$ cat src/rtl/bzs_pkg.sv
// Shared types, widths and helpers for the cubic Bezier parameter solver.
// No dependencies; every other file in rtl/ uses it by scoped name.
package bzs_pkg;

   localparam int POINT_W = 32;
   localparam int POS_W   = 17;
   localparam int VAL_W   = 51;            // saturated Q34.16 value, +-(2^50 - 1)
   localparam int MAG_W   = VAL_W - 1;
   localparam int T_W     = 33;            // signed t, holds +-2^(FRAC_BITS+1) up to 30 bits

   localparam int BISECT_STEPS_DEF = 4;
   localparam int NEWTON_STEPS_DEF = 10;
   localparam int FRAC_BITS_DEF    = 16;

   localparam logic [MAG_W-1:0]        VAL_MAX   = {MAG_W{1'b1}};
   localparam logic signed [VAL_W-1:0] VAL_POS   = {1'b0, VAL_MAX};
   localparam logic signed [VAL_W-1:0] VAL_NEG   = -VAL_POS;
   localparam logic signed [VAL_W+1:0] VAL_POS_X = {3'b000, VAL_MAX};
   localparam logic signed [VAL_W+1:0] VAL_NEG_X = -VAL_POS_X;
   localparam logic [POS_W-1:0]        POS_ONE   = {1'b1, 16'd0};

   typedef struct packed {
      logic signed [POINT_W-1:0] point0;
      logic signed [POINT_W-1:0] point1;
      logic signed [POINT_W-1:0] point2;
      logic signed [POINT_W-1:0] point3;
      logic [POS_W-1:0]          position;
   } req_word_type;

   typedef struct packed {
      logic [POS_W-1:0] param_t;
      logic             out_of_range;
   } rsp_word_type;

   // per-item context carried down the solver pipeline
   typedef struct packed {
      logic                    done;
      logic                    done_one;
      logic signed [VAL_W-1:0] a;
      logic signed [VAL_W-1:0] a3;
      logic signed [VAL_W-1:0] b;
      logic signed [VAL_W-1:0] b2;
      logic signed [VAL_W-1:0] c;
      logic signed [VAL_W-1:0] nxv;
      logic signed [T_W-1:0]   t;
      logic signed [T_W-1:0]   lo;
      logic signed [T_W-1:0]   hi;
   } ctx_type;

   function automatic logic signed [VAL_W-1:0] sat_val(input logic signed [VAL_W+1:0] x);
      logic signed [VAL_W-1:0] r;
      if (x > VAL_POS_X) begin
         r = VAL_POS;
      end else if (x < VAL_NEG_X) begin
         r = VAL_NEG;
      end else begin
         r = x[VAL_W-1:0];
      end
      return r;
   endfunction

   function automatic logic [MAG_W-1:0] mag_of(input logic signed [VAL_W-1:0] x);
      logic signed [VAL_W-1:0] n;
      n = -x;
      return x[VAL_W-1] ? n[MAG_W-1:0] : x[MAG_W-1:0];
   endfunction

endpackage

$ cat src/rtl/bzs_mac.sv
// Pipelined multiply-shift-add: y = sat(sat(x*t >> FRAC_BITS) + add), four stages.
// Depends on bzs_pkg.
module bzs_mac #(
   parameter int FRAC_BITS = bzs_pkg::FRAC_BITS_DEF,
   parameter int SIDE_W    = 1
) (
   input  logic                              clock,
   input  logic                              reset,
   input  logic                              en,
   input  logic                              valid_i,
   input  logic signed [bzs_pkg::VAL_W-1:0]  x_i,
   input  logic signed [bzs_pkg::T_W-1:0]    t_i,
   input  logic signed [bzs_pkg::VAL_W-1:0]  add_i,
   input  logic [SIDE_W-1:0]                 side_i,
   output logic                              valid_o,
   output logic signed [bzs_pkg::VAL_W-1:0]  y_o,
   output logic [SIDE_W-1:0]                 side_o
);

   localparam int VW     = bzs_pkg::VAL_W;
   localparam int MW     = bzs_pkg::MAG_W;
   localparam int SPL    = MW / 2;
   localparam int TMW    = bzs_pkg::T_W - 1;
   localparam int PP_W   = (MW - SPL) + TMW;
   localparam int PROD_W = MW + TMW;

   logic [3:0]              v_ff;
   logic [SIDE_W-1:0]       side_ff [4];
   logic signed [VW-1:0]    add_ff  [3];
   logic [2:0]              neg_ff;
   logic [MW-1:0]           xm_ff;
   logic [TMW-1:0]          tm_ff;
   logic [PP_W-1:0]         pl_ff, ph_ff;
   logic [MW-1:0]           mag_ff;
   logic signed [VW-1:0]    y_ff;

   logic signed [bzs_pkg::T_W-1:0] tneg;
   logic [TMW-1:0]                 tm_in;
   logic [PROD_W-1:0]              prod, shifted;
   logic [MW-1:0]                  mag_in;
   logic signed [VW+1:0]           sum;

   always_comb begin
      tneg    = -t_i;
      tm_in   = t_i[bzs_pkg::T_W-1] ? tneg[TMW-1:0] : t_i[TMW-1:0];
      prod    = (PROD_W'(ph_ff) << SPL) + PROD_W'(pl_ff);
      shifted = prod >> FRAC_BITS;
      mag_in  = (shifted > PROD_W'(bzs_pkg::VAL_MAX)) ? bzs_pkg::VAL_MAX : shifted[MW-1:0];
      if (neg_ff[2]) begin
         sum = {{2{add_ff[2][VW-1]}}, add_ff[2]} - $signed({3'b000, mag_ff});
      end else begin
         sum = {{2{add_ff[2][VW-1]}}, add_ff[2]} + $signed({3'b000, mag_ff});
      end
   end

   always_ff @(posedge clock) begin
      if (reset) begin
         v_ff <= '0;
      end else if (en) begin
         v_ff <= {v_ff[2:0], valid_i};
      end
   end

   always_ff @(posedge clock) begin
      if (en) begin
         // stage 1: magnitudes
         xm_ff      <= bzs_pkg::mag_of(x_i);
         tm_ff      <= tm_in;
         neg_ff[0]  <= x_i[VW-1] ^ t_i[bzs_pkg::T_W-1];
         add_ff[0]  <= add_i;
         side_ff[0] <= side_i;
         // stage 2: two partial products
         pl_ff      <= PP_W'(xm_ff[SPL-1:0]) * PP_W'(tm_ff);
         ph_ff      <= PP_W'(xm_ff[MW-1:SPL]) * PP_W'(tm_ff);
         neg_ff[1]  <= neg_ff[0];
         add_ff[1]  <= add_ff[0];
         side_ff[1] <= side_ff[0];
         // stage 3: recombine, shift, saturate
         mag_ff     <= mag_in;
         neg_ff[2]  <= neg_ff[1];
         add_ff[2]  <= add_ff[1];
         side_ff[2] <= side_ff[1];
         // stage 4: signed add, saturate
         y_ff       <= bzs_pkg::sat_val(sum);
         side_ff[3] <= side_ff[2];
      end
   end

   assign valid_o = v_ff[3];
   assign y_o     = y_ff;
   assign side_o  = side_ff[3];

endmodule

$ cat config.mk
export PLATFORM = sky130hd
export DESIGN_NAME = bzs_mac
export DESIGN_NICKNAME = d
export VERILOG_FILES = /design/src/rtl/bzs_pkg.sv /design/src/rtl/bzs_mac.sv
export SDC_FILE = /design/constraint.sdc
export NUM_CORES = 2
export LEC_CHECK = 0
export BUFFER_PORTS_ARGS = -buffer_cell sky130_fd_sc_hd__buf_2
export CAP_MARGIN = 10
export CELL_PAD_IN_SITES_DETAIL_PLACEMENT = 1
export CELL_PAD_IN_SITES_GLOBAL_PLACEMENT = 1
export CORE_MARGIN = 8
export CORE_UTILIZATION = 52
export DETAILED_ROUTE_END_ITERATION = 6
export PLACE_DENSITY_LB_ADDON = 0.25
export SLEW_MARGIN = 40
export SYNTH_ARGS = -nofsm -noshare
export SYNTH_HDL_FRONTEND = slang
export SYNTH_SLANG_ARGS = --single-unit
export TNS_END_PERCENT = 30
$ cat constraint.sdc
create_clock -name clock -period 8.1 [get_ports clock]
set_input_delay 0.81 -clock clock [delete_from_list [all_inputs] [get_ports clock]]
set_output_delay 0.81 -clock clock [all_outputs]
set_load 0.005 [all_outputs]
==> metrics.txt <==
Final Skew=0.0484 ns; highest attainable clock frequency=124 MHz; pre-CTS setup slack=0.196 ns; total track usage=29.9%; Max Cap Viol=0; Worst R2R Setup Slack=0.03 ns; CTS Buf Count=54; area delta synth->final=8.22%; Post-Syn Area per Cell=9.60 µm²; share of the synthesized area in the top cell type=between 30 and 40%; boundary pin count=between 150 and 200; RSZ-0062 raised after global routing=true; Setup CP Type=reg -> reg; die height=around 390 µm; Max-slew headroom=between 30% and 40%; WHS=0.313 ns; CP max-delay cell=edfxtp_1; max-slew violation count=0; Hold Path Stages=1; vias in the first global route=63,695; grt total ovfl=0; DRT antenna net count=0; pin count of the biggest net entering global routing=135; CP Capture Type=flop; register area=13,300 µm²; biggest area consumer among synthesized cells=fa_1; placed cell count=9,592; Placer Congestion=approximately 0.9; final std cells w/o fill=9,711; CTS H-tree lvls=2; synthesized area=73,900 µm²; Hold/Removal Path Class=in -> reg; sequential element share of the synthesized area=between 10% and 20%; Skew-Pair Late Insertion Delay=0.69 ns; Max stage delay on crit path=0.99 ns; Final Hold Viols=0; top post-synthesis cells by area=fa_1, edfxtp_1, ha_1; post-layout util=56.6%; initial DRC count=3,634; Post-synth EDFFs=441; crit path time final=roughly 8.1 ns; total core area=141,000 µm²; setup ws final=0.0284 ns; CTS sink count=~450; run status=finished, final reports clean; crit path DAT=roughly 8.5 ns; Root Buffer=clkbuf_16; syn_nets=between 9,000 and 10,000; share of layout cells above drive strength 1=between 6 and 7%; flop and latch count out of synthesis=445; Setup crit start kind=flop; First-pass DRT Iterations=5; die footprint=154,000 µm²; detailed-route via count=55,302; cell count after synthesis=7,693; IO buf count=192; antenna violations before repair=5; Post-synth ARST share=0%; Synth Warn #=0; Starting Density=52.3%; CTS tree=yes; CTS max path bufs=3; fin nets=about 10,000; Post-synth top cells=inv_1, fa_1, nand2_1; clock slew seen by the registers of the worst setup and hold paths=0.06 ns; # setup viols final=0; multi-input logic area=53,300 µm²; actual slew at the worst max-slew pin=between 0.9 and 1 ns; Top cell by count, worst path=fa_1; DR WL/cell=23.7 µm; Filler cells=15,755; crit path cell chain=buf_4, nand2_1, fa_1, fa_1, fa_1, fa_1, inv_1, fa_1, fa_1, inv_1, fa_1, inv_1, ha_1, nand4_1, a21o_1, or3_1, o221ai_1, a31oi_1, o31ai_1, buf_4, a21oi_1, xnor2_1, buf_4; Post-DP HPWL=182,000 µm; first-pass GRT wire length=359,000 µm; Tcrit/Tclk final=between 90% and 100%; Worst R2R Path Depth=23; # DRC=0; required time of the critical path=8.53 ns; row cnt=138; most frequent cell after synthesis=inv_1; die span in x=393 µm; predominant post-synthesis flop cell=edfxtp_1; Yosys cell types=85; drt total wl=230,000 µm; Vias/cell=between 5 and 6; Critical Path Fanout Max=13
worst max-delay path: cells and delay by family, from the launching register on:
family	cells	cell delay (ns)
AO/OA/AOI/OAI	5	1.01
XOR/XNOR	1	0.14
adder cells (fa/ha/maj)	8	4.25
buffers and inverters	6	0.90
flip-flops	1	0.99
AND/OR/NAND/NOR	3	0.54
layout by cell type, fill, tap and decap left out, drive strengths merged, types with 10 or more instances in the layout:
cell    instances
inv          1541
a21boi         17
nand3          57
nand2b         35
fa           1375
a21o          106
and2          871
or2            14
edfxtp        441
nor3           50
o31ai          45
clkinv         22
a221oi         11
buf           415
o21bai         30
a31oi          14
nor4           32
nor2          172
xor2           72
and4           14
a21oi         251
a211oi         22
ha            467
and3           24
o21a           30
o21ai         148
or4            18
nand2         971
nand4          37
mux2i          10
o211ai         20
or3            33
nor2b          22
o41ai          15
xnor2         216
clkbuf         62
final timing paths:
check                                           endpoint                    start
worst max-delay path                 pl_ff[50]$_DFFE_PP_      xm_ff[17]$_DFFE_PP_
worst max register to register       pl_ff[50]$_DFFE_PP_      xm_ff[17]$_DFFE_PP_
worst min register to register  add_ff[0][145]$_DFFE_PP_  add_ff[0][94]$_DFFE_PP_
worst min-delay path             add_ff[0][45]$_DFFE_PP_                add_i[45]
cell type report:
class | count | share of cell area (%)
Inverter | 1536 | 7.21
Clock buffer | 62 | 1.73
Sequential cell | 445 | 16.7
Clock inverter | 39 | 0.545
Antenna cell | 5 | 0.0157
Tap cell | 1890 | 2.96
Timing Repair Buffer | 415 | 4.17
Multi-Input combinational cell | 5319 | 66.7
metrics by stage:
stage	setup TNS (ns)	cell area (µm²)
detailed placement	0	77900
finish	0	79900
global route	-0.0909	79900
floorplan	0	73900
global placement	0	77900
CTS	0	79700
sequential cells by signal, indices dropped and copies added (netlist names):
name / flops
add_ff: 153
ph_ff: 57
y_o: 51
mag_ff: 50
xm_ff: 50
pl_ff: 41
tm_ff: 32
side_ff: 4
v_ff: 4
neg_ff: 3
cell families (layout without fill, tap and decap cells):
kind of cell             Yosys count  in the layout  synth area share (%)
AND/OR/NAND/NOR                 2372           2372                  16.3
other                              0              5                     0
AO/OA/AOI/OAI                    799            799                  7.04
buffers and inverters           1929           2052                  9.83
multiplexers                      11             11                 0.151
flip-flops                       445            445                  18.0
adder cells (fa/ha/maj)         1849           1849                  45.3
XOR/XNOR                         288            288                  3.41
layer usage:
layer,track usage [%],share of wire (%),up-vias
li1,-,-,23894
met2,51.7,49,1924
met1,37.7,40,28927
met3,4.05,6.0,551
met4,12.8,4.9,6
met5,0,0.018,-
repair_timing:
item / in CTS / in global routing
endpoints found under the setup margin: 0 / 10
buffers inserted: 0 / 7
gates resized for setup: 0 / 2
hold buffers: 0 / 0
Power is not shown: default switching activity piles up to over one toggle a cycle in this logic, so the estimate is an artifact.
