<file path="src/rtl/bzs_pkg.sv">
// Shared types, widths and helpers for the cubic Bezier parameter solver.
// No dependencies; every other file in rtl/ uses it by scoped name.
package bzs_pkg;

   localparam int POINT_W = 32;
   localparam int POS_W   = 17;
   localparam int VAL_W   = 51;            // saturated Q34.16 value, +-(2^50 - 1)
   localparam int MAG_W   = VAL_W - 1;
   localparam int T_W     = 33;            // signed t, holds +-2^(FRAC_BITS+1) up to 30 bits

   localparam int BISECT_STEPS_DEF = 4;
   localparam int NEWTON_STEPS_DEF = 10;
   localparam int FRAC_BITS_DEF    = 16;

   localparam logic [MAG_W-1:0]        VAL_MAX   = {MAG_W{1'b1}};
   localparam logic signed [VAL_W-1:0] VAL_POS   = {1'b0, VAL_MAX};
   localparam logic signed [VAL_W-1:0] VAL_NEG   = -VAL_POS;
   localparam logic signed [VAL_W+1:0] VAL_POS_X = {3'b000, VAL_MAX};
   localparam logic signed [VAL_W+1:0] VAL_NEG_X = -VAL_POS_X;
   localparam logic [POS_W-1:0]        POS_ONE   = {1'b1, 16'd0};

   typedef struct packed {
      logic signed [POINT_W-1:0] point0;
      logic signed [POINT_W-1:0] point1;
      logic signed [POINT_W-1:0] point2;
      logic signed [POINT_W-1:0] point3;
      logic [POS_W-1:0]          position;
   } req_word_type;

   typedef struct packed {
      logic [POS_W-1:0] param_t;
      logic             out_of_range;
   } rsp_word_type;

   // per-item context carried down the solver pipeline
   typedef struct packed {
      logic                    done;
      logic                    done_one;
      logic signed [VAL_W-1:0] a;
      logic signed [VAL_W-1:0] a3;
      logic signed [VAL_W-1:0] b;
      logic signed [VAL_W-1:0] b2;
      logic signed [VAL_W-1:0] c;
      logic signed [VAL_W-1:0] nxv;
      logic signed [T_W-1:0]   t;
      logic signed [T_W-1:0]   lo;
      logic signed [T_W-1:0]   hi;
   } ctx_type;

   function automatic logic signed [VAL_W-1:0] sat_val(input logic signed [VAL_W+1:0] x);
      logic signed [VAL_W-1:0] r;
      if (x > VAL_POS_X) begin
         r = VAL_POS;
      end else if (x < VAL_NEG_X) begin
         r = VAL_NEG;
      end else begin
         r = x[VAL_W-1:0];
      end
      return r;
   endfunction

   function automatic logic [MAG_W-1:0] mag_of(input logic signed [VAL_W-1:0] x);
      logic signed [VAL_W-1:0] n;
      n = -x;
      return x[VAL_W-1] ? n[MAG_W-1:0] : x[MAG_W-1:0];
   endfunction

endpackage

</file>
<file path="src/rtl/bzs_div.sv">
// Pipelined restoring divider: |num|/|den| in Q(FRAC_BITS), capped at 4.0, one bit a stage.
// Depends on bzs_pkg.
module bzs_div #(
   parameter int FRAC_BITS = bzs_pkg::FRAC_BITS_DEF,
   parameter int SIDE_W    = 1
) (
   input  logic                              clock,
   input  logic                              reset,
   input  logic                              en,
   input  logic                              valid_i,
   input  logic signed [bzs_pkg::VAL_W-1:0]  num_i,
   input  logic signed [bzs_pkg::VAL_W-1:0]  den_i,
   input  logic [SIDE_W-1:0]                 side_i,
   output logic                              valid_o,
   output logic                              neg_o,
   output logic [FRAC_BITS+2:0]              mag_o,
   output logic [SIDE_W-1:0]                 side_o
);

   localparam int MW    = bzs_pkg::MAG_W;
   localparam int RW    = MW + 2;
   localparam int NSTEP = FRAC_BITS + 2;
   localparam int QW    = NSTEP;

   typedef struct packed {
      logic          cap;
      logic          neg;
      logic [RW-1:0] r;
      logic [MW-1:0] ud;
      logic [QW-1:0] q;
   } dstage_type;

   logic              v0_ff;
   logic [MW-1:0]     un_ff, ud_ff;
   logic              neg_ff;
   logic [SIDE_W-1:0] side0_ff;

   dstage_type        st_ff   [NSTEP+1];
   logic [SIDE_W-1:0] side_ff [NSTEP+1];
   logic              v_ff    [NSTEP+1];
   dstage_type        st0_in;

   always_comb begin
      st0_in.cap = {2'b00, un_ff} >= {ud_ff, 2'b00};
      st0_in.neg = neg_ff;
      st0_in.r   = RW'(un_ff);
      st0_in.ud  = ud_ff;
      st0_in.q   = '0;
   end

   always_ff @(posedge clock) begin
      if (reset) begin
         v0_ff   <= 1'b0;
         v_ff[0] <= 1'b0;
      end else if (en) begin
         v0_ff   <= valid_i;
         v_ff[0] <= v0_ff;
      end
   end

   always_ff @(posedge clock) begin
      if (en) begin
         un_ff      <= bzs_pkg::mag_of(num_i);
         ud_ff      <= bzs_pkg::mag_of(den_i);
         neg_ff     <= num_i[bzs_pkg::VAL_W-1] ^ den_i[bzs_pkg::VAL_W-1];
         side0_ff   <= side_i;
         st_ff[0]   <= st0_in;
         side_ff[0] <= side0_ff;
      end
   end

   for (genvar i = 0; i < NSTEP; i++) begin : g_step
      logic [RW-1:0] cmp, dv;
      logic          ge;
      dstage_type    st_in;

      // two integer quotient bits first, then the fraction bits
      if (i < 2) begin : g_int
         assign cmp = st_ff[i].r;
         assign dv  = RW'(st_ff[i].ud) << (1 - i);
      end else begin : g_frac
         assign cmp = st_ff[i].r << 1;
         assign dv  = RW'(st_ff[i].ud);
      end

      always_comb begin
         ge       = cmp >= dv;
         st_in    = st_ff[i];
         st_in.r  = ge ? cmp - dv : cmp;
         st_in.q  = {st_ff[i].q[QW-2:0], ge};
      end

      always_ff @(posedge clock) begin
         if (reset) begin
            v_ff[i+1] <= 1'b0;
         end else if (en) begin
            v_ff[i+1] <= v_ff[i];
         end
      end

      always_ff @(posedge clock) begin
         if (en) begin
            st_ff[i+1]   <= st_in;
            side_ff[i+1] <= side_ff[i];
         end
      end
   end

   assign valid_o = v_ff[NSTEP];
   assign neg_o   = st_ff[NSTEP].neg;
   assign mag_o   = st_ff[NSTEP].cap ? {1'b1, {(FRAC_BITS+2){1'b0}}}
                                     : {1'b0, st_ff[NSTEP].q};
   assign side_o  = side_ff[NSTEP];

endmodule

</file>
<file path="config.mk">
export PLATFORM = sky130hd
export DESIGN_NAME = bzs_div
export DESIGN_NICKNAME = d
export VERILOG_FILES = /design/src/rtl/bzs_pkg.sv /design/src/rtl/bzs_div.sv
export SDC_FILE = /design/constraint.sdc
export NUM_CORES = 2
export LEC_CHECK = 0
export BUFFER_PORTS_ARGS = -buffer_cell sky130_fd_sc_hd__buf_2
export CAP_MARGIN = 20
export CORE_MARGIN = 5
export CORE_UTILIZATION = 70
export DETAILED_ROUTE_END_ITERATION = 12
export GPL_ROUTABILITY_DRIVEN = 0
export PLACE_DENSITY = 0.87
export SETUP_SLACK_MARGIN = 0.05
export SLEW_MARGIN = 25
export SYNTH_ARGS = -nofsm -noshare
export SYNTH_HDL_FRONTEND = slang
export SYNTH_SLANG_ARGS = --single-unit
</file>
<file path="constraint.sdc">
create_clock -name clock -period 6.7 [get_ports clock]
set_clock_uncertainty 0.05 [all_clocks]
set_input_delay 0 -clock clock [delete_from_list [all_inputs] [get_ports clock]]
set_output_delay 0 -clock clock [all_outputs]
set_load 0.02 [all_outputs]
</file>
==> impl_results.md <==
- Mapped Nets: 13560
- Clk Latency, worst-skew pair: 0.88 ns
- Largest net degree at the start of global routing: 176
- Post-synth EDFFs: 2167
- Post-Synth Adder-Cell Area: 9.432%
- Final Cycle Share: 83.57%
- Place WS: 1.368 ns
- Number of I/O pins: 129
- Total power draw: 65.47 mW
- RR Startpoint: st_ff[6][108]
- Hold Path Class: primary input to flip-flop
- Drt first pass iters: 12
- Synth Area in Compound Gates: 17.60%
- PD cells: 459.8 mW/mm^2
- Main combinational cell family by area after synthesis: compound AO/OA/AOI/OAI gates
- Routed WL per cell: 20.86 microns
- Clock Pin Slew Worst Setup and Hold Paths: 0.06 ns
- DR iter-0 viols: 11040
- CP endpoint kind: flip-flop
- Worst Hold Launch: den_i[45]
- Crit path launch: st_ff[6][108]
- Worst setup margin: 1.101 ns
- Yosys cell types: 88
- Share of cells above drive strength 1: 5.547%
- Die Wd: 439.9 microns
- Number of global-route vias before repair: 100700
- First-pass GRT wire length: 509600 microns
- Initial antenna violation count: 4
- Final #Nets: 13810
- Clk sink count: 2168
- Post-Synth XOR/XNOR Area: 6.005%
- Slew Limit Fails: 0
- Placed cell count: 14680
- Total Routing Usage GR: 32.56%
- Mapped Cells: 12490
- Synthesized area: 0.1294 sq mm
- Endpoints failing setup: 0
- Crit-path max FO: 28
- Port Buf Inserts: 128
- DIE AREA: 0.1935 sq mm
- Leading cell type in the layout, fill and taps excluded: edfxtp_1
- Pleak: 58.41 nW
- Status: complete, no violations
- Slew headroom: 20.41%
- CTS Root Cell: clkbuf_16
- Max Clk Rate: 178.6 MHz
- WS Path Type: flip-flop to flip-flop
- Final Hold Viols: 0
- RSZ-0062 raised after global routing: false
- Synth-to-Final Area Change: 10.04%
- Starting Density: 70.51%
- Maximum vdd drop: 0.2960 mV
- Sw frac: 39.78%
- Syn Area/Cell: 10.36 sq um
- Post-synth ARST share: 0%
- Slew @ Worst Pin: 1.178 ns
- Crit start category: flip-flop
- Clock Power Share: 18.3%
- Tmin final: 5.599 ns
- Int Pwr: 39.42 mW
- Core area: 0.1835 sq mm
- Comb pwr share: 48.1%
- #FFs+latches synth: 2168
- Simple-gate portion of the synthesized area: 10.90%
- Switching pwr: 26.04 mW
- Total Wirelength: 321100 microns
- Die height: 439.9 microns
- DRC viols: 0
- Ys Warns: 0
- H-tree levels: 4
- Mux share of post-synthesis cell area: 0.9526%
- Vias: 100800
- Routed vias/inst: 6.546
- Seq/Total Area, Yosys: 50.31%
- Post-synth top flop: edfxtp_1
- Post-CTS sizing: 0
- Final non-filler cell total: 15390
- Sequential Power Share: 33.6%
- Row Count: 157
- Clock tree buffer depth: 3
- Num CTS Buffers: 216
- Final TNS setup: 0 ns
- Number of nets with antenna violations after routing: 0
- GRT overflow: 0
- Most frequent cells in the layout: edfxtp_1 (2167), inv_1 (1168), a21oi_1 (1159)
- Max_cap viols: 0
- HPWL after DPL: 216800 microns
- CTS tree: done
- Required @ worst endpoint: 7.27 ns
- Arrival time worst endpoint: 6.17 ns
final timing paths:
kind                        to  slack [ns]  cells after the start
setup reg to reg  st_ff[7][80]        1.10                     11
setup / recovery  st_ff[7][80]        1.10                     11
hold reg to reg    side_ff[16]        0.35                      0
hold / removal       ud_ff[45]        0.06                      3
synth_stat cells, types with 32 or more instances:
master       n  area (sq um)
edfxtp_1  2167         65070
inv_1     1169          4388
a21oi_1   1160          5806
nand2_1   1093          4103
o21ai_0   1024          5125
ha_1       948         11860
nor2_1     691          2594
a21o_1     596          4474
xnor2_1    533          4668
clkbuf_1   444          1667
xor2_1     354          3100
nand4_1    240          1501
nand3_1    188         940.9
o21bai_1   152          1141
nor2b_1    145         907.1
nor3_1     144         720.7
mux2_2     105          1182
a31oi_1    104         650.6
nand2b_1   101         631.9
and3_1      99         619.3
o21a_1      90         675.7
o31ai_1     89         668.1
a211oi_1    85         638.1
and2_1      58         362.9
o211ai_1    52         390.4
nor4_1      40         250.2
o41ai_1     39         341.6
or3_1       39         244.0
a21boi_0    38         285.3
a221oi_1    34         297.8
or4_1       33         247.7
and4_1      32         280.3
layout make-up:
cell class / count / area [sq um]
diodes: 1 / 2.502
repair buffers: 511 / 4504
multi-input cells: 8674 / 58300
fillers: 10250 / 41110
clock buffers: 266 / 5593
inverters: 1171 / 4395
clock inverters: 137 / 1393
flip-flops and latches: 2168 / 65090
well taps: 2464 / 3083
state kept, by name (all words and copies together) (netlist names):
register / flops
ud_ff: 50
neg_ff: 1
side0_ff: 1
un_ff: 50
v_ff: 19
side_ff: 19
v0_ff: 1
st_ff: 2027
worst max-delay path, cell delays in order (launching register included):
cell and delay (ns):
edfxtp_1 0.42, ha_1 0.50, nand4_1 0.20, or3_1 0.42
or2_2 0.36, or4_1 0.66, or4_1 0.58, o41ai_1 0.96
a21oi_1 0.15, o311a_2 0.37, inv_2 0.29, mux2_2 0.38
power groups by stage:
stage               logic, mW  registers [mW]  clock network (mW)
floorplan                23.0            21.4                   0
global placement         28.3            22.0                   0
detailed placement       29.8            22.1                   0
CTS                      30.3            21.9                12.0
global route             34.2            22.2                12.7
finish                   31.5            22.0                12.0
stage by stage:
stage	hold slack [ns]	instance area [sq um]	util (%)
5_1_grt	0.01918	142400	77.59
4_1_cts	0.004023	142400	77.59
6_report	0.06445	142400	77.59
3_3_place_gp	0.1313	132300	72.11
3_5_place_dp	0.1380	132300	72.12
2_1_floorplan	0.02238	129400	-
kinds of logic (layout without fill, tap and decap cells):
logic type               after synthesis  after routing
AO/OA/AOI/OAI                       3720           3720
XOR/XNOR                             887            887
adder cells (fa/ha/maj)              965            965
buffers and inverters               1648           2085
flip-flops                          2168           2168
multiplexers                         110            110
other                                  0              1
AND/OR/NAND/NOR                     2992           2992
timing repair:
item                                   CTS  global route
setup buffers                            0             0
hold buffers                           304             0
endpoints found under the hold margin  435             0
layer usage:
metal / vias to the layer above / track usage [%] / share of wire (%)
met5: - / 0 / 0
li1: 46040 / - / -
met3: 1889 / 4.249 / 6.6
met1: 46310 / 33.27 / 33
met4: 0 / 26.26 / 9.6
met2: 6519 / 59.53 / 51
Note: power is estimated with default switching activity, not from simulation.
